$ cat src/sv/kvtc_pkg.sv
// kvtc_pkg: shared types and constants for the keyword vote text classifier.
// Request and response word structs, cell and score bank control structs.
// No dependencies.
package kvtc_pkg;

   localparam int CLASSES_DEF  = 16;
   localparam int ENTRIES_DEF  = 64;
   localparam int WORD_LEN_DEF = 16;

   localparam logic [1:0] KIND_TEXT = 2'd0;
   localparam logic [1:0] KIND_EOT  = 2'd1;
   localparam logic [1:0] KIND_CHAR = 2'd2;
   localparam logic [1:0] KIND_TAG  = 2'd3;

   localparam logic [7:0]  SPACE_CODE = 8'h20;
   localparam logic [15:0] COUNT_MAX  = 16'hFFFF;

   typedef struct packed {
      logic [1:0] kind;
      logic [7:0] char_code;
      logic [5:0] entry_index;
      logic [3:0] char_position;
      logic [3:0] entry_class;
      logic [4:0] entry_length;
   } req_type;

   typedef struct packed {
      logic [3:0]  best_class;
      logic [15:0] best_score;
      logic [15:0] words_seen;
   } rsp_type;

   typedef struct packed {
      logic clear;
      logic compare;
      logic load;
      logic char_we;
      logic tag_we;
   } cell_ctl_type;

   typedef struct packed {
      logic       valid;
      logic [3:0] cls;
   } vote_type;

   typedef struct packed {
      logic clear;
      logic scan;
      logic scan_first;
   } bank_ctl_type;

endpackage

$ cat src/sv/kvtc_score_bank.sv
// kvtc_score_bank: saturating per-class score registers and the best-class scan.
// Takes one vote a cycle from the end of the cell row.
// Depends on kvtc_pkg.
module kvtc_score_bank #(
   parameter int CLASSES = kvtc_pkg::CLASSES_DEF,
   localparam int CW = $clog2(CLASSES)
) (
   input  logic                   clock,
   input  logic                   reset,
   input  kvtc_pkg::vote_type     vote,
   input  kvtc_pkg::bank_ctl_type ctl,
   input  logic [CW-1:0]          scan_idx,
   output logic [3:0]             best_class,
   output logic [15:0]            best_score
);

   logic [15:0]   scores_ff [CLASSES];
   logic [15:0]   scan_val;
   logic [CW-1:0] best_ff;
   logic [15:0]   best_score_ff;

   assign scan_val = scores_ff[scan_idx];

   always_ff @(posedge clock) begin
      if (reset || ctl.clear) begin
         for (int k = 0; k < CLASSES; k++) begin
            scores_ff[k] <= '0;
         end
      end else begin
         for (int k = 0; k < CLASSES; k++) begin
            if (vote.valid && (32'(vote.cls) == k) && (scores_ff[k] != kvtc_pkg::COUNT_MAX)) begin
               scores_ff[k] <= scores_ff[k] + 16'd1;
            end
         end
      end
   end

   always_ff @(posedge clock) begin
      if (ctl.scan) begin
         if (ctl.scan_first) begin
            best_ff       <= '0;
            best_score_ff <= scan_val;
         end else if (scan_val > best_score_ff) begin
            best_ff       <= scan_idx;
            best_score_ff <= scan_val;
         end
      end
   end

   assign best_class = 4'(best_ff);
   assign best_score = best_score_ff;

endmodule

$ cat config.mk
export PLATFORM = sky130hd
export DESIGN_NAME = kvtc_score_bank
export DESIGN_NICKNAME = d
export VERILOG_FILES = /design/src/sv/kvtc_pkg.sv /design/src/sv/kvtc_score_bank.sv
export SDC_FILE = /design/constraint.sdc
export NUM_CORES = 1
export LEC_CHECK = 0
export BUFFER_PORTS_ARGS = -buffer_cell sky130_fd_sc_hd__buf_2
export CORE_ASPECT_RATIO = 0.7
export CORE_MARGIN = 10
export CORE_UTILIZATION = 62
export CTS_BUF_LIST = sky130_fd_sc_hd__clkbuf_4 sky130_fd_sc_hd__clkbuf_8
export DETAILED_ROUTE_END_ITERATION = 8
export PLACE_DENSITY = 0.89
export SYNTH_ARGS = -nofsm -noshare
export SYNTH_HDL_FRONTEND = slang
export SYNTH_SLANG_ARGS = --single-unit
export TNS_END_PERCENT = 100
$ cat constraint.sdc
create_clock -name clock -period 6.2 [get_ports clock]
set_input_delay 0.93 -clock clock [delete_from_list [all_inputs] [get_ports clock]]
set_output_delay 0.93 -clock clock [all_outputs]
set_load 0.05 [all_outputs]
* After elaboration in Yosys (flattened, before gate mapping)
Memories as Yosys holds them, arrays and structs flattened.
Index checks and enable logic that the tools add are counted.
** Storage, ports and cells
- Bits in registers :: 20
- RAM bits :: 256
- Output and inout bits :: 20
- Memories :: 1
** Cells by class
- Add/sub/neg operators :: 16
- Bitwise operators :: 16
- Multiplexer cells :: 69
- Reduce and logical (&&, ||, !) cells :: 36
- Magnitude comparators :: 1
- Eq/ne operators :: 31
** Memory list
- scores_ff :: depth 16, bits a word 16, read ports 17, clocked after Yosys merged registers in 0, write ports 16, line kvtc_score_bank.sv:17 : logic [15:0] scores_ff [CLASSES];
** Operator list (number)
- 2-to-1 mux 16 bit :: 18
- adder 16 x 1 -> 16 bit (second input constant) :: 16
- inequality test 16 bit (second input constant) :: 16
- 2-to-1 mux 1 bit :: 50
- == test 4 bit (second input constant) :: 8
- logical AND 1 bit :: 32
- == test 4 x 3 -> 1 bit (second input constant) :: 4
- greater-than comparator 16 bit :: 1
- bitwise OR 1 bit :: 16
- == test 4 x 2 -> 1 bit (second input constant) :: 2
- == test 4 x 1 -> 1 bit (second input constant) :: 1
- logical NOT 4 bit :: 1
- 2-to-1 mux 4 bit :: 1
- AND reduction 2 bit :: 1
- nonzero test 2 bit :: 1
- logical OR 1 bit :: 1

* Logic depth before layout (Yosys ltp)
- Word-level depth :: 7
- Mapped depth :: 10
- Depth with buffers taken out :: 8

* Worst setup path before layout
No wires, ideal clock.
- Path kind :: input -> register
- Start point :: input scan_idx[0]
- End point :: register best_ff[0] (netlist: best_class[0]), enable pin
- Slack :: 1145 ps
- Required time :: 5791 ps
- Cell stages on the path :: 9
- Arrival :: 4645 ps
- Path buffers :: 2
- Cell sequence :: buf_2 > buf_2 > mux4_2 > mux4_2 > ha_1 > nand4_1 > or4_1 > a21o_1 > a31oi_1
** Between the ends
- Longest elaborated chain between the ends :: 4
** Ends and longest elaborated chain
- from (decl) :: line kvtc_score_bank.sv:12 : input logic [CW-1:0] scan_idx,
- memory (16 x 16 bit)
- net scan_val[14] :: line kvtc_score_bank.sv:18 : logic [15:0] scan_val;
- greater-than comparator 16 bit :: line kvtc_score_bank.sv:43 : end else if (scan_val > best_score_ff) begin
- nonzero test 2 bit (no line)
- AND reduction 2 bit (no line)
- to (signal assigned) :: line kvtc_score_bank.sv:44 : best_ff <= scan_idx;
- to (decl) :: line kvtc_score_bank.sv:19 : logic [CW-1:0] best_ff;
The timed path passes the listed nets, and every way through them passes these cells.
A chain may end at the register's enable or synchronous reset.

* Worst setup path after layout
- Start point :: input scan_idx[1]
- End point :: register best_score_ff[11] (netlist: best_score[11]), enable pin
** Between the ends
- Longest elaborated chain between the ends :: 4
** Ends and longest elaborated chain
- memory (16 x 16 bit)
- net scan_val[11] :: line kvtc_score_bank.sv:18
- greater-than comparator 16 bit :: line kvtc_score_bank.sv:43
- nonzero test 2 bit (no line)
- AND reduction 2 bit (no line)
- to (signal assigned) :: line kvtc_score_bank.sv:42 : best_score_ff <= scan_val;
- to (signal assigned) :: line kvtc_score_bank.sv:45 : best_score_ff <= scan_val;
- to (decl) :: line kvtc_score_bank.sv:20 : logic [15:0] best_score_ff;
The timed path passes the listed nets, and every way through them passes these cells.

==> flow_summary.toml <==
[synthesis]
ys_types = 53
yosys.area_share.simple_pct = 19.8
synth_top_family_by_area = "simple AND/OR/NAND/NOR gates"
muxShareOfSynthArea_pct = 10.9
synth_nets = 1519
ys_seq_area_share_pct = 49.7
synth-adder-area-share_pct = 2.40
synth-edff-count = 276
yosysWarningCount = 0
synth_compound_area_share_pct = 4.84
synth-main-ff-cell = "edfxtp_1"
synth_xor_area_share_pct = 9.67
postSynthAreaPerCell_um2 = 11.3
netlist_area_um2 = 16700
ys_seq_elements = 276
ys_async_sr_fraction_pct = 0
syn_inst = 1473

[global_route]
antenna_found_initial = 4
gr-total-overflow = 0
grt_usage_pct = 27.4
grt_pass1_vias = 12100
grt_max_degree = 61
grt_pass1_wl_um = 71900

[layout]
area_growth_pct = 8.37
fin_nets = 1566
final_common_cell = "edfxtp_1"
drive_gt1_share_pct = 14.3
utilization_pct = 67.9
finalNonFillerCells = 1916
layout_common_cells = "edfxtp_1 (276), nor2_1 (246), xnor2_1 (114), nand3_1 (95), nand2_1 (88)"
design_area_um2 = 18100

[placed_design]
place_inst = 1838
gp_congestion = 1.02
placed_cell_area_um2 = 17200
port_buffers = 33
dpl.hpwl_um = 34700
pre_cts_slack_ps = 1130

[routing]
drt_iter0_markers = 1825
drc = 0
wl_per_cell_um = 24.4
first_pass_iters = 6
routed_wl_um = 46700
viasPerCell = 6.82
vias = 13100
detail-route-antenna-nets = 0

[clock_network]
clk_pin_slew_worst_paths_ps = 70
cts_root_buf = "clkbuf_8"
clkLatencyLatePin_ps = 590
ctsHoldBuffers = 0
cts_buffers = 44
tritoncts = "built"
cts.sinks = 276
cts.path.max_buffers = 3
cts_resized = 0
h-tree-depth = 2
postCtsSetupBuffers = 0

[sta]
rsz0062_at_grt = "no"
maxSlewHeadroom_pct = 26.5
final.min_clock_period_ps = 4470
worst-slew-pin-transition_ps = 1100
timing.final.ws_setup_ps = 1730
holdWs_ps = 659
drv_slew = 0
fmax_mhz = 224
finalSetupTns_ps = 0
finalCritPeriodShare_pct = 72.0
setup_violations = 0
hold_viol = 0
fin_skew_ps = 34.3

[critical_path]
worstSetupEndpointType = "flop"
cp_max_fo = 37
crit_start = "scan_idx[1]"
cp.required_ps = 6470
reg2reg_depth = 8
r2r_slack_ps = 2460
r2r-end = "best_score[11]"
worstPathArrival_ps = 4730
r2r-start = "scores_ff[15][14]"
criticalPathCategory = "input pin to flop"
start_kind = "input pin"

[die]
initial_utilization_pct = 62.7
placementRows = 50
fp.dieW_um = 216
core_area_um2 = 26600
die_area_um2 = 33900
pin_count = 34
fp.dieH_um = 157

[min_path]
holdPathStages = 2
hold_end = "scores_ff[13][12]"
hold_path_class = "flop to flop"
hp-start = "scores_ff[13][12]"

[power_and_ir_drop]
leakagePower_nw = 5.87
power_density_nw_per_um2 = 241
finalPower_mw = 4.34
peakVddDrop_mv = 0.200

[run]
drv_cap = 0

[outcome]
status = "finished clean"
kinds of logic after synthesis:
family / count (synthesis)
buf+inv: 111
mux: 81
simple gates: 671
compound gates: 118
xor+xnor: 184
flops: 276
fa+ha+maj: 32
worst max path at each step:
stage,end,slack [ps],cells past startpoint
global route,best_score[7],1510,10
floorplan,best_class[0],1150,9
detailed placement,best_score[0],1130,10
finish,best_score[11],1730,10
CTS,best_score[11],1750,10
global placement,best_score[0],1210,10
layout make-up:
class | count | area [um^2]
Clock inverter | 16 | 97.6
Multi-Input combinational cell | 1086 | 7950
Inverter | 60 | 225
Sequential cell | 276 | 8290
Antenna cell | 4 | 10.0
Clock buffer | 58 | 717
Fill cell | 1900 | 8530
Timing Repair Buffer | 52 | 310
Tap cell | 364 | 455
cell usage after synthesis, types with 6 or more instances:
master	count	area (um^2)
or4_1	13	97.6
o31ai_1	12	90.1
or2_2	6	37.5
nor4_1	37	231
and3_1	21	131
a21oi_1	35	175
nand4_1	55	344
buf_2	18	90.1
edfxtp_1	276	8290
nand2_1	88	330
nor3_1	38	190
a31oi_1	6	37.5
or3_1	24	150
nor2b_1	7	43.8
nor2_1	247	927
o21ai_0	25	125
o41ai_1	6	52.6
ha_1	32	400
a31o_2	9	78.8
xor2_1	70	613
and2_1	11	68.8
a41o_1	7	70.1
nand3_1	95	475
inv_1	60	225
and4_1	16	140
mux4_2	80	1800
clkbuf_1	29	109
xnor2_1	114	998
power by group:
| group | switching (mW) | internal, mW | leakage [nW] |
|---|---|---|---|
| registers | 0.196 | 2.17 | 3.05 |
| logic | 0.255 | 0.185 | 2.40 |
| clock network | 0.746 | 0.789 | 0.425 |
registers in the layout, summed over array words and instances (netlist names):
| signal | cells |
|---|---|
| scores_ff | 256 |
| best_class | 4 |
| best_score | 16 |
metal layers:
metal	routed length [um]	GRT usage [%]
met1	17700	38.3
met2	19700	38.9
met3	7290	7.71
met4	2140	13.1
met5	0	0
critical path, stage by stage:
cell,delay (ps)
buf_2,720
buf_4,410
mux4_2,360
mux4_2,500
ha_1,330
nand4_1,130
or4_1,550
a21o_1,190
a31oi_2,260
buf_4,320
No activity file was read; power rests on OpenSTA's default activity.
