==> config.mk <==
export PLATFORM = sky130hd
export DESIGN_NAME = kvtc_cell
export DESIGN_NICKNAME = d
export VERILOG_FILES = /design/src/sv/kvtc_pkg.sv /design/src/sv/kvtc_cell.sv
export SDC_FILE = /design/constraint.sdc
export NUM_CORES = 1
export LEC_CHECK = 0
export BUFFER_PORTS_ARGS = -buffer_cell sky130_fd_sc_hd__clkbuf_2
export CORE_ASPECT_RATIO = 0.6
export CORE_MARGIN = 2
export CORE_UTILIZATION = 55
export DETAILED_ROUTE_END_ITERATION = 16
export GPL_TIMING_DRIVEN = 1
export PLACE_DENSITY = 0.77
export SETUP_SLACK_MARGIN = 0.5
export SLEW_MARGIN = 10
export SYNTH_ARGS = -nofsm -noshare
export SYNTH_HDL_FRONTEND = slang
export SYNTH_SLANG_ARGS = --single-unit
==> constraint.sdc <==
create_clock -name clock -period 4.3 [get_ports clock]
set_input_delay 0.43 -clock clock [delete_from_list [all_inputs] [get_ports clock]]
set_output_delay 0.43 -clock clock [all_outputs]
set_load 0.05 [all_outputs]
==> src/sv/kvtc_pkg.sv <==
// kvtc_pkg: shared types and constants for the keyword vote text classifier.
// Request and response word structs, cell and score bank control structs.
// No dependencies.
package kvtc_pkg;

   localparam int CLASSES_DEF  = 16;
   localparam int ENTRIES_DEF  = 64;
   localparam int WORD_LEN_DEF = 16;

   localparam logic [1:0] KIND_TEXT = 2'd0;
   localparam logic [1:0] KIND_EOT  = 2'd1;
   localparam logic [1:0] KIND_CHAR = 2'd2;
   localparam logic [1:0] KIND_TAG  = 2'd3;

   localparam logic [7:0]  SPACE_CODE = 8'h20;
   localparam logic [15:0] COUNT_MAX  = 16'hFFFF;

   typedef struct packed {
      logic [1:0] kind;
      logic [7:0] char_code;
      logic [5:0] entry_index;
      logic [3:0] char_position;
      logic [3:0] entry_class;
      logic [4:0] entry_length;
   } req_type;

   typedef struct packed {
      logic [3:0]  best_class;
      logic [15:0] best_score;
      logic [15:0] words_seen;
   } rsp_type;

   typedef struct packed {
      logic clear;
      logic compare;
      logic load;
      logic char_we;
      logic tag_we;
   } cell_ctl_type;

   typedef struct packed {
      logic       valid;
      logic [3:0] cls;
   } vote_type;

   typedef struct packed {
      logic clear;
      logic scan;
      logic scan_first;
   } bank_ctl_type;

endpackage

==> src/sv/kvtc_cell.sv <==
// kvtc_cell: one dictionary entry with its character store and match flag.
// Compares a swept word against its entry and shifts votes down the row.
// Depends on kvtc_pkg.
module kvtc_cell #(
   parameter int CLASSES  = kvtc_pkg::CLASSES_DEF,
   parameter int WORD_LEN = kvtc_pkg::WORD_LEN_DEF,
   parameter int CELL_ID  = 0,
   localparam int AW = $clog2(WORD_LEN),
   localparam int LW = $clog2(WORD_LEN + 1)
) (
   input  logic                   clock,
   input  logic                   reset,
   input  kvtc_pkg::cell_ctl_type ctl,
   input  kvtc_pkg::req_type      wr,
   input  logic [AW-1:0]          rd_addr,
   input  logic [7:0]             word_char,
   input  logic [LW-1:0]          word_len,
   input  kvtc_pkg::vote_type     vote_prev,
   output kvtc_pkg::vote_type     vote_out
);

   logic [7:0] chars [WORD_LEN];
   logic [7:0] rd_ff;
   logic [3:0] dclass_ff;
   logic [4:0] dlen_ff;
   logic       match_ff;
   logic       match_in;
   logic       match_now;
   logic       hit;
   logic       sel;
   kvtc_pkg::vote_type vote_ff;
   kvtc_pkg::vote_type vote_in;

   assign sel       = 32'(wr.entry_index) == CELL_ID;
   assign match_now = match_ff & (~ctl.compare | (rd_ff == word_char));
   assign hit       = match_now && (dlen_ff != 5'd0) && (32'(dlen_ff) == 32'(word_len))
                      && (32'(dlen_ff) <= WORD_LEN) && (32'(dclass_ff) < CLASSES);

   always_comb begin
      match_in = match_ff;
      if (ctl.clear) begin
         match_in = 1'b1;
      end else if (ctl.compare) begin
         match_in = match_now;
      end
      if (ctl.load) begin
         vote_in.valid = hit;
         vote_in.cls   = dclass_ff;
      end else begin
         vote_in = vote_prev;
      end
   end

   always_ff @(posedge clock) begin
      if (ctl.char_we && sel) begin
         chars[AW'(wr.char_position)] <= wr.char_code;
      end
      rd_ff <= chars[rd_addr];
   end

   always_ff @(posedge clock) begin
      if (reset) begin
         dclass_ff <= '0;
         dlen_ff   <= '0;
         match_ff  <= 1'b0;
         vote_ff   <= '0;
      end else begin
         if (ctl.tag_we && sel) begin
            dclass_ff <= wr.entry_class;
            dlen_ff   <= wr.entry_length;
         end
         match_ff <= match_in;
         vote_ff  <= vote_in;
      end
   end

   assign vote_out = vote_ff;

endmodule

* Word level (Yosys, flattened, before mapping)
Memories as Yosys holds them, arrays and structs flattened. A register that Yosys moved wholly into a read port is not among the register bits.
Index checks and enable logic that the tools add are counted.
** Word-level totals
- Register bits after elaboration :: 15
- Memory bits (writable) :: 128
- Bits of input ports :: 58
- Output and inout bits :: 5
- Word-level logic and storage cells :: 25
- Memories kept :: 1
** Cells by class
- Magnitude comparators :: 1
- Eq/ne operators :: 2
- Multiplexer cells :: 5
- Bitwise operators :: 3
- Reduce and logical (&&, ||, !) cells :: 8
** Memory list
- chars :: words 16, width 8, rd ports 1, clocked after Yosys merged registers in 1, wr ports 1, line kvtc_cell.sv:22 : logic [7:0] chars [WORD_LEN];
** Operators with widths (number)
- 8-bit == test :: 1
- 6-bit logical NOT :: 1
- 5-bit == test :: 1
- 5-bit <= comparator, second input constant :: 1
- 1-bit logical AND :: 5
- 5-bit two-way mux :: 1
- 5-bit nonzero test :: 1
- 1-bit two-way mux :: 4
- 2-bit nonzero test :: 1
- 1-bit AND :: 1
- 1-bit NOT :: 1
- 1-bit bitwise OR :: 1

* Longest topological paths before layout
Gate-level depths: netlist of run 1.
- Depth in word-level cells :: 7
- Depth in mapped cells :: 5
- Mapped depth without buffers :: 4

* Worst setup path before layout of run 1
OpenSTA, ideal clock, no wires.
- Path type :: input -> register
- Start :: in wr[14] in the netlist's numbering
- End :: mem chars[12][0], enable pin
- Setup time :: 0.370 ns
- Arrival :: 1.728 ns
- Data required time :: 3.930 ns
- Setup slack :: 2.202 ns
- Cell stages on the path :: 4
- Buffers on the path :: 0
- Path through :: nor4_2 and3_1 or3b_4 nor2_1
** On the way
- Cells in the longest elaborated chain, start to end :: 4
** Ends and longest elaborated chain
- from (decl) :: line kvtc_cell.sv:14 : input kvtc_pkg::req_type wr,
- 6-bit logical NOT :: line kvtc_cell.sv:34 : assign sel = 32'(wr.entry_index) == CELL_ID;
- 1-bit logical AND :: line kvtc_cell.sv:55 : if (ctl.char_we && sel) begin
- 1-bit two-way mux :: line kvtc_cell.sv:55
- 1-bit two-way mux (implied by the code) :: line kvtc_cell.sv:56 : chars[AW'(wr.char_position)] <= wr.char_code;
- to (decl) :: line kvtc_cell.sv:22
Every way passes these cells.

* Worst setup path in the final report of run 1
- Start :: in wr[14] in the netlist's numbering
- End :: mem chars[8][2], enable pin
The elaborated chain is that of the path after synthesis.

==> results of run 1 <==
==> power by group <==
part | switching (mW) | internal (mW)
Combinational | 0.0841 | 0.0616
Clock | 0.567 | 0.800
Sequential | 0.00422 | 1.60
Total | 0.655 | 2.46
==> metrics by stage <==
| stage | cell area [sq um] | utilization (%) | setup slack [ns] | power [mW] | hold WS [ns] |
|---|---|---|---|---|---|
| final | 6824 | 65.08 | 2.057 | 3.115 | 0.2462 |
| after global routing | 6824 | 65.08 | 1.977 | 3.206 | 0.2422 |
| after CTS | 6824 | 65.08 | 2.081 | 3.132 | 0.2324 |
| after detailed placement | 6269 | 59.78 | 1.651 | 1.778 | 0.4943 |
| after global placement | 6269 | 59.78 | 1.717 | 1.771 | 0.4738 |
| after floorplan | 5872 | - | 2.202 | 1.716 | 0.4632 |
==> path summary, 6_finish.rpt <==
kind	depth (start not counted)	from	slack, ns	to
max	5	wr[14]	2.06	chars[8][2]$_DFFE_PP_
min reg2reg	2	match_ff$_SDFFE_PP0P_	0.50	vote_out[4]$_SDFF_PP0_
min	3	wr[4]	0.25	dlen_ff[4]$_SDFFE_PP0P_
max reg2reg	3	chars[13][5]$_DFFE_PP_	2.86	rd_ff[5]$_DFF_P_
==> cell families after synthesis <==
| kind of cell | count (synthesis) |
|---|---|
| AOI/OAI and AO/OA | 20 |
| xor gates and xnor gates | 12 |
| buffers and inverters | 14 |
| DFF | 151 |
| muxes | 45 |
| and+or+nand+nor | 60 |
==> layout by cell type, fill, tap and decap left out, types with 11 or more instances in the layout <==
cell type  instances
dfxtp_1           23
mux2i_1           13
edfxtp_1         128
nor2_1            27
clkbuf_2          60
mux4_1            16
a22oi_1           16
mux4_2            16
clkbuf_16         19
xor2_1            11
==> layout make-up <==
type / instances / area (sq um) / area share (%)
flip-flops and latches: 151 / 4304 / 63.07
multi-input cells: 137 / 1464 / 21.45
clock buffers: 21 / 483.0 / 7.077
repair buffers: 63 / 322.8 / 4.730
well taps: 139 / 173.9 / 2.549
clock inverters: 11 / 72.57 / 1.063
inverters: 1 / 3.754 / 0.05501
==> cells in the mapped netlist (all sizes together) <==
cell	instances	area share (%)
xnor2	1	0.15
nand3b	2	0.26
nand2	9	0.58
clkbuf	2	0.13
mux4	32	13
nand3	2	0.17
mux2i	13	2.2
nor3	6	0.60
or3b	2	0.34
dfxtp	23	7.8
a21boi	1	0.13
nor2	27	1.7
o2111ai	1	0.15
clkdlybuf4s25	2	0.34
and2	1	0.11
inv	1	0.064
and2b	1	0.13
xor2	11	1.6
o22ai	1	0.11
buf	9	1.2
nor4	4	0.53
o31ai	1	0.13
a22oi	16	2.0
and3	2	0.21
nand2b	3	0.32
nor2b	1	0.11
edfxtp	128	65
==> per-layer routing <==
metal,global-route usage [%],routed length (microns),part of all wire [%],vias up
li1,-,-,-,1367
met5,0,0,0,-
met1,31.72,4854,42,1557
met3,7.832,1199,10,16
met4,7.591,131,1.1,0
met2,30.48,5268,46,142
==> registers in the layout (all words and copies together), names as in the netlist <==
signal	count
chars	128
dclass_ff	4
dlen_ff	5
match_ff	1
rd_ff	8
vote_out	5
==> worst min-delay path, delay by kind of cell <==
family | cells | cell delay (ns)
muxes | 1 | 0.05
buffers and inverters | 1 | 0.07
and+or+nand+nor | 1 | 0.07
==> metrics, run 1 <==
worst skew pair latency 0.42 ns; Core Area 0.01049 sq mm; initial antenna violation count 0; type of origin of the critical path primary input; Buf/Inv on CP 1; Nets 429; Critical Path AT 2.28 ns; clk_skew 0.005437 ns; CTS clk-pin slew, worst paths 0.06 ns; Post-CTS Setup Bufs 0; Synth Cell Area 0.005872 sq mm; via count 3,082; CTS tree yes; Post-Synth Adder-Cell Area 0%; Inserted Clock Buffers 17; Max Slew Vio Count 0; Worst-Margin Slew 1.177 ns; Setup crit end kind flip-flop; share of layout cells above drive strength 1 29.43%; die area 0.01155 sq mm; # clock sinks 151; CP max stage delay 0.75 ns; CTS H-tree lvls 4; critical-path maximum fanout 8; Port Buffer Count 60; delay-heaviest family, CP simple AND/OR/NAND/NOR gates; final wirelength 11.45 mm; crit-path cells clkbuf_2, nor4_2, and3_1, or3b_4, nor2_1; Hold Vio Cnt, Final 0; static leakage 2.464 nW; max cap viols 0; wire length per cell 21.90 microns; dpl cells 491; Hold-fix buffers, CTS 0; status finished, final reports clean; Layout fillers 718; number of distinct library cells after synthesis 35; largest family of logic cells by synthesized area multiplexers; Vias/cell 5.893; Synth Area in Compound Gates 2.557%; first-pass GRT wire length 17.43 mm; critical path class primary input to flip-flop; RSZ-0062 raised after global routing false; Synthesized Nets 360; slowest cell on the critical path nor2_1; post-synthesis mux area share 15.51%; HPWL after DPL 7.374 mm; Tot GR Track Use 21.71%; CP required 4.34 ns; DR DRC count 0; first-pass iteration count of the detailed router 5; Die Wd 137.4 microns; post-CTS sizing 0; Initial Utilization 56.00%; pwr dens 456.4 mW/mm^2; post-synthesis xor/xnor area fraction 1.790%; synth-to-layout area growth 16.22%; Seq cells post-synth 151; Hold Path Class primary input to flip-flop; Starting DRT DRC Count 366; row count 29; Final Wtd Congestion 0.7173; Yosys Warn Count 0; I/O pins 63; Avg Cell Area, Syn 19.44 sq um; largest net degree at the start of global routing 33; sequential cell area fraction in the yosys report 73.30%; Root Buffer Master clkbuf_16; GRT overflow 0; Routed Antenna Nets 0; n_diodes 0; simple-gate area share of the yosys netlist 5.071%; min cycle time layout 2.243 ns; Setup TNS Final 0 ns; Final Cycle Share 52.16%; maximum VDD drop 0.3177 mV; vias in the first global route 3,140; Post-Syn Instances 302; Worst slew margin 21.54%; Setup Viol. Count Final 0; Fmax 0.4459 GHz; fin cells 523; die height 84.04 microns; Max clock buf depth 2
(Power assumes the default switching activity.)
==> run 2, diff against run 1 <==
Clock period 4.3 ns to 2.2 ns, I/O delays scaled along.
==> metrics, run 2 (synthesis results as in run 1) <==
Hold Vio Cnt, Final 0; Initial Utilization 56.00%; most frequent cells in the layout edfxtp_1, clkbuf_2, nor2_1; wire length per cell 22.39 microns; Core Area 0.01049 sq mm; post-CTS sizing 0; CTS clk-pin slew, worst paths 0.06 ns; RSZ-0062 raised after global routing false; first-pass iteration count of the detailed router 4; clk_skew 0.007174 ns; worst skew pair latency 0.41 ns; CTS tree yes; worst setup margin 0.6354 ns; Worst-Margin Slew 0.6422 ns; min cycle time layout 1.565 ns; Die Wd 137.4 microns; HPWL after DPL 7.812 mm; largest registers chars x128, rd_ff x8; Hold Path Class primary input to flip-flop; I/O pins 63; uppermost layer routed met4; Port Buffer Count 60; row count 29; Routed Antenna Nets 0; final instance area 0.007057 sq mm; die height 84.04 microns; critical-path maximum fanout 8; Critical Path AT 1.69 ns; max cap viols 0; Starting DRT DRC Count 439; CP required 2.33 ns; largest net degree at the start of global routing 33; via count 3,156; Inserted Clock Buffers 17; Root Buffer Master clkbuf_16; DR DRC count 0; Post-Route Utilization 67.30%; first-pass GRT wire length 18.13 mm; Fmax 0.6391 GHz; critical path class primary input to flip-flop; share of layout cells above drive strength 1 33.83%; Tot Pwr 6.231 mW; die area 0.01155 sq mm; static leakage 2.600 nW; Final Cycle Share 71.12%; met3 wire len 1.048 mm; n_diodes 0; status finished, final reports clean; vias in the first global route 3,155; Max clock buf depth 2; # clock sinks 151; Vias/cell 5.866; Placed Area 0.006456 sq mm; pwr dens 883.0 mW/mm^2; type of origin of the critical path primary input; initial antenna violation count 0; maximum VDD drop 0.8648 mV; Tot GR Track Use 22.81%; synth-to-layout area growth 20.18%; CTS H-tree lvls 4; pre-CTS WS 0.04430 ns; max reg flops 128; Setup Viol. Count Final 0; largest register by flop count chars; Max Slew Vio Count 0; Nets 444; final wirelength 12.05 mm; reg2reg path depth 3; commonest non-fill, non-tap cell in the layout edfxtp_1; Worst slew margin 57.07%; GRT overflow 0; Setup crit end kind flip-flop; Hold-fix buffers, CTS 0; Final Wtd Congestion 0.7584; M1 WL 5.343 mm; met2 routed WL 5.563 mm; WHS Path Cells 3; Setup TNS Final 0 ns
## run 2: cell types whose count changed in the layout (fill, tap and decap cells not counted), moves of 2 or more
cell        before  now
clkinvlp_4       7    1
nor2_4           0    3
clkbuf_8         0    4
buf_4            3   15
nor3_1           5    2
nor3_2           1    3
buf_12           0    3
nor2_1          27   24
clkinv_2         4    6
## run 2: through the flow
stage	std cells	hold slack (ns)
floorplan	302	0.2924
global placement	505	0.4513
detailed placement	505	0.4588
CTS	537	0.02796
global route	538	0.04292
finish	538	0.03982
## run 2: area by class of cell
cell class,instances,area [sq um]
clock buffers,24,513.0
clock inverters,8,67.56
fillers,682,3430
inverters,1,3.754
multi-input cells,137,1521
flip-flops and latches,151,4304
well taps,139,173.9
repair buffers,78,473.0
## run 2: critical path, cell delays in order
cell      delay (ns)
clkbuf_2        0.10
nor4_4          0.29
and3_4          0.25
or3b_4          0.47
nor3_4          0.22
buf_12          0.15
## run 2: timing repair
| item | in CTS | in global routing |
|---|---|---|
| cloned | 0 | 0 |
| buffers inserted | 0 | 1 |
| pin swaps | 1 | 1 |
| setup endpoints to repair | 8 | 8 |
## run 2: final timing paths
kind / to / start / slack (ns)
max: chars[0][7]$_DFFE_PP_ / wr[14] / 0.64
min: vote_out[1]$_SDFF_PP0_ / vote_prev[1] / 0.04
max reg2reg: rd_ff[2]$_DFF_P_ / chars[0][2]$_DFFE_PP_ / 0.82
min reg2reg: dclass_ff[3]$_SDFFE_PP0P_ / dclass_ff[3]$_SDFFE_PP0P_ / 0.50
## run 2: power by group
group	total, mW	switching (mW)	internal, mW
combinational	0.308	0.179	0.129
sequential	3.13	0.00988	3.12
clock	2.79	1.06	1.73
total	6.23	1.25	4.98
## run 2: per-layer routing
metal / vias up / global-route usage, %
li1: 1405 / -
met1: 1603 / 34.41
met2: 136 / 31.16
met3: 12 / 9.168
met4: 0 / 5.811
met5: - / 0
==> run 3, diff against run 2 <==
Clock period 2.2 ns to 1.5 ns, I/O delays scaled along.
==> metrics, run 3 (synthesis results as in run 1) <==
critical path class primary input to flip-flop; switching pwr 1.852 mW; Worst slew margin 32.36%; Critical Path Start wr[14]; vias in the first global route 3,338; Max Slew Vio Count 0; Hold Vio Cnt, Final 0; CP required 1.63 ns; first-pass iteration count of the detailed router 4; Final Cycle Share 93.22%; Final Wtd Congestion 0.8542; # clock sinks 151; maximum VDD drop 0.8511 mV; Vias/cell 5.860; Setup Viol. Count Final 0; CTS tree yes; dpl cells 515; type of origin of the critical path primary input; pre-CTS WS -0.3374 ns; n_diodes 0; I/O pins 63; Tot GR Track Use 26.13%; Initial Utilization 56.00%; Reg2Reg Launch Point chars[3][4]$_DFFE_PP_; Root Buffer Master clkbuf_16; Fmax 0.7151 GHz; Critical Path AT 1.53 ns; final wirelength 13.84 mm; max cap viols 0; Sw Share 20.31%; RSZ-0062 raised after global routing true; share of layout cells above drive strength 1 45.67%; Layout fillers 621; critical-path maximum fanout 4; worst hold margin 0.08478 ns; commonest non-fill, non-tap cell in the layout edfxtp_1; CP endpoint chars[0][7]$_DFFE_PP_; pwr dens 1199 mW/mm^2; Seq pwr share 50.4%; row count 29; min cycle time layout 1.398 ns; most frequent cells in the layout edfxtp_1, clkbuf_2, mux4_2; worst skew pair latency 0.42 ns; static leakage 2.722 nW; Clock Power Share 43.3%; worst setup margin 0.1016 ns; via count 3,317; reg2reg path depth 3; initial antenna violation count 0; Port Buffer Count 60; wire length per cell 24.45 microns; Die Wd 137.4 microns; Setup crit end kind flip-flop; first-pass GRT wire length 20.53 mm; Routed Antenna Nets 0; die height 84.04 microns; synth-to-layout area growth 29.60%; Max clock buf depth 2; worst hold start word_len[1]; largest net degree at the start of global routing 33; Hold Path Class primary input to flip-flop; die area 0.01155 sq mm; fin cells 566; CTS H-tree lvls 4; Cell Int Power 7.268 mW; clk_skew 0.01180 ns; CTS clk-pin slew, worst paths 0.06 ns; Starting DRT DRC Count 345; Gate power share 6.3%; largest register by flop count chars; Core Area 0.01049 sq mm; Inserted Clock Buffers 17; Nets 472; DR DRC count 0; status finished, final reports clean; GRT overflow 0; worst r2r dst rd_ff[4]$_DFF_P_; HPWL after DPL 8.257 mm; Worst-Margin Slew 1.013 ns; max reg flops 128; Reg2Reg Setup Slack 0.12 ns; largest registers chars x128, rd_ff x8
## run 3: changes by cell type in the layout (fill, tap and decap cells not counted), sizes merged
cell / previous run / this run
dlygate4sd3: 0 / 14
clkinvlp: 1 / 0
buf: 18 / 37
clkinv: 6 / 2
bufinv: 1 / 0
clkbuf: 84 / 85
## run 3: final cells by class
class	count	area (sq um)	share of cell area (%)
inverter	1	3.754	0.04933
timing repair buffer	106	907.1	11.92
tap	139	173.9	2.285
multi-input combinational	137	1653	21.72
clock inverter	2	10.01	0.1315
sequential	151	4317	56.72
clock buffer	30	545.5	7.169
## run 3: worst min path at each step
stage / depth (start not counted) / slack, ns / endpoint
after floorplan: 1 / 0.22 / dclass_ff[3]$_SDFFE_PP0P_
after global placement: 3 / 0.38 / dclass_ff[3]$_SDFFE_PP0P_
after detailed placement: 3 / 0.39 / dlen_ff[0]$_SDFFE_PP0P_
after CTS: 3 / 0.07 / vote_out[4]$_SDFF_PP0_
after global routing: 4 / 0.08 / vote_out[4]$_SDFF_PP0_
final: 4 / 0.08 / vote_out[4]$_SDFF_PP0_
## run 3: power groups by stage
stage | logic (mW) | registers, mW | clock network [mW]
6_report | 0.573 | 4.59 | 3.95
5_1_grt | 0.609 | 4.60 | 4.20
4_1_cts | 0.554 | 4.59 | 3.98
3_5_place_dp | 0.485 | 4.68 | 0
3_3_place_gp | 0.471 | 4.68 | 0
2_1_floorplan | 0.242 | 4.70 | 0
## run 3: per-layer routing
layer / GRT usage [%] / wire length, microns / share of wire [%] / vias up
li1: - / - / - / 1440
met1: 39.99 / 6247 / 45 / 1722
met2: 35.78 / 6384 / 46 / 136
met3: 8.136 / 958 / 6.9 / 19
met4: 9.185 / 245 / 1.8 / 0
met5: 0 / 0 / 0 / -
## run 3: critical path, cell delays in order
cell and delay, ns:
buf_6 0.09, nor4_4 0.29, and3_4 0.23, or3b_4 0.45
nor3_4 0.15, buf_4 0.17
## run 3: metrics by stage
stage / instance area, sq um / utilization (%) / power (mW) / setup TNS, ns
3_3_place_gp: 6580 / 62.75 / 5.151 / -18.67
6_report: 7610 / 72.57 / 9.121 / 0
3_5_place_dp: 6580 / 62.75 / 5.166 / -23.16
4_1_cts: 7569 / 72.18 / 9.132 / 0
5_1_grt: 7610 / 72.57 / 9.400 / 0
2_1_floorplan: 5943 / - / 4.941 / -10.25
## run 3: repair_timing
action / in CTS / in global routing
endpoints found under the setup margin: 143 / 143
hold buffers: 14 / 0
cloned: 0 / 0
setup buffers: 5 / 0
resized for setup: 60 / 13
pin swaps: 16 / 8
hold endpoints to repair: 14 / 0
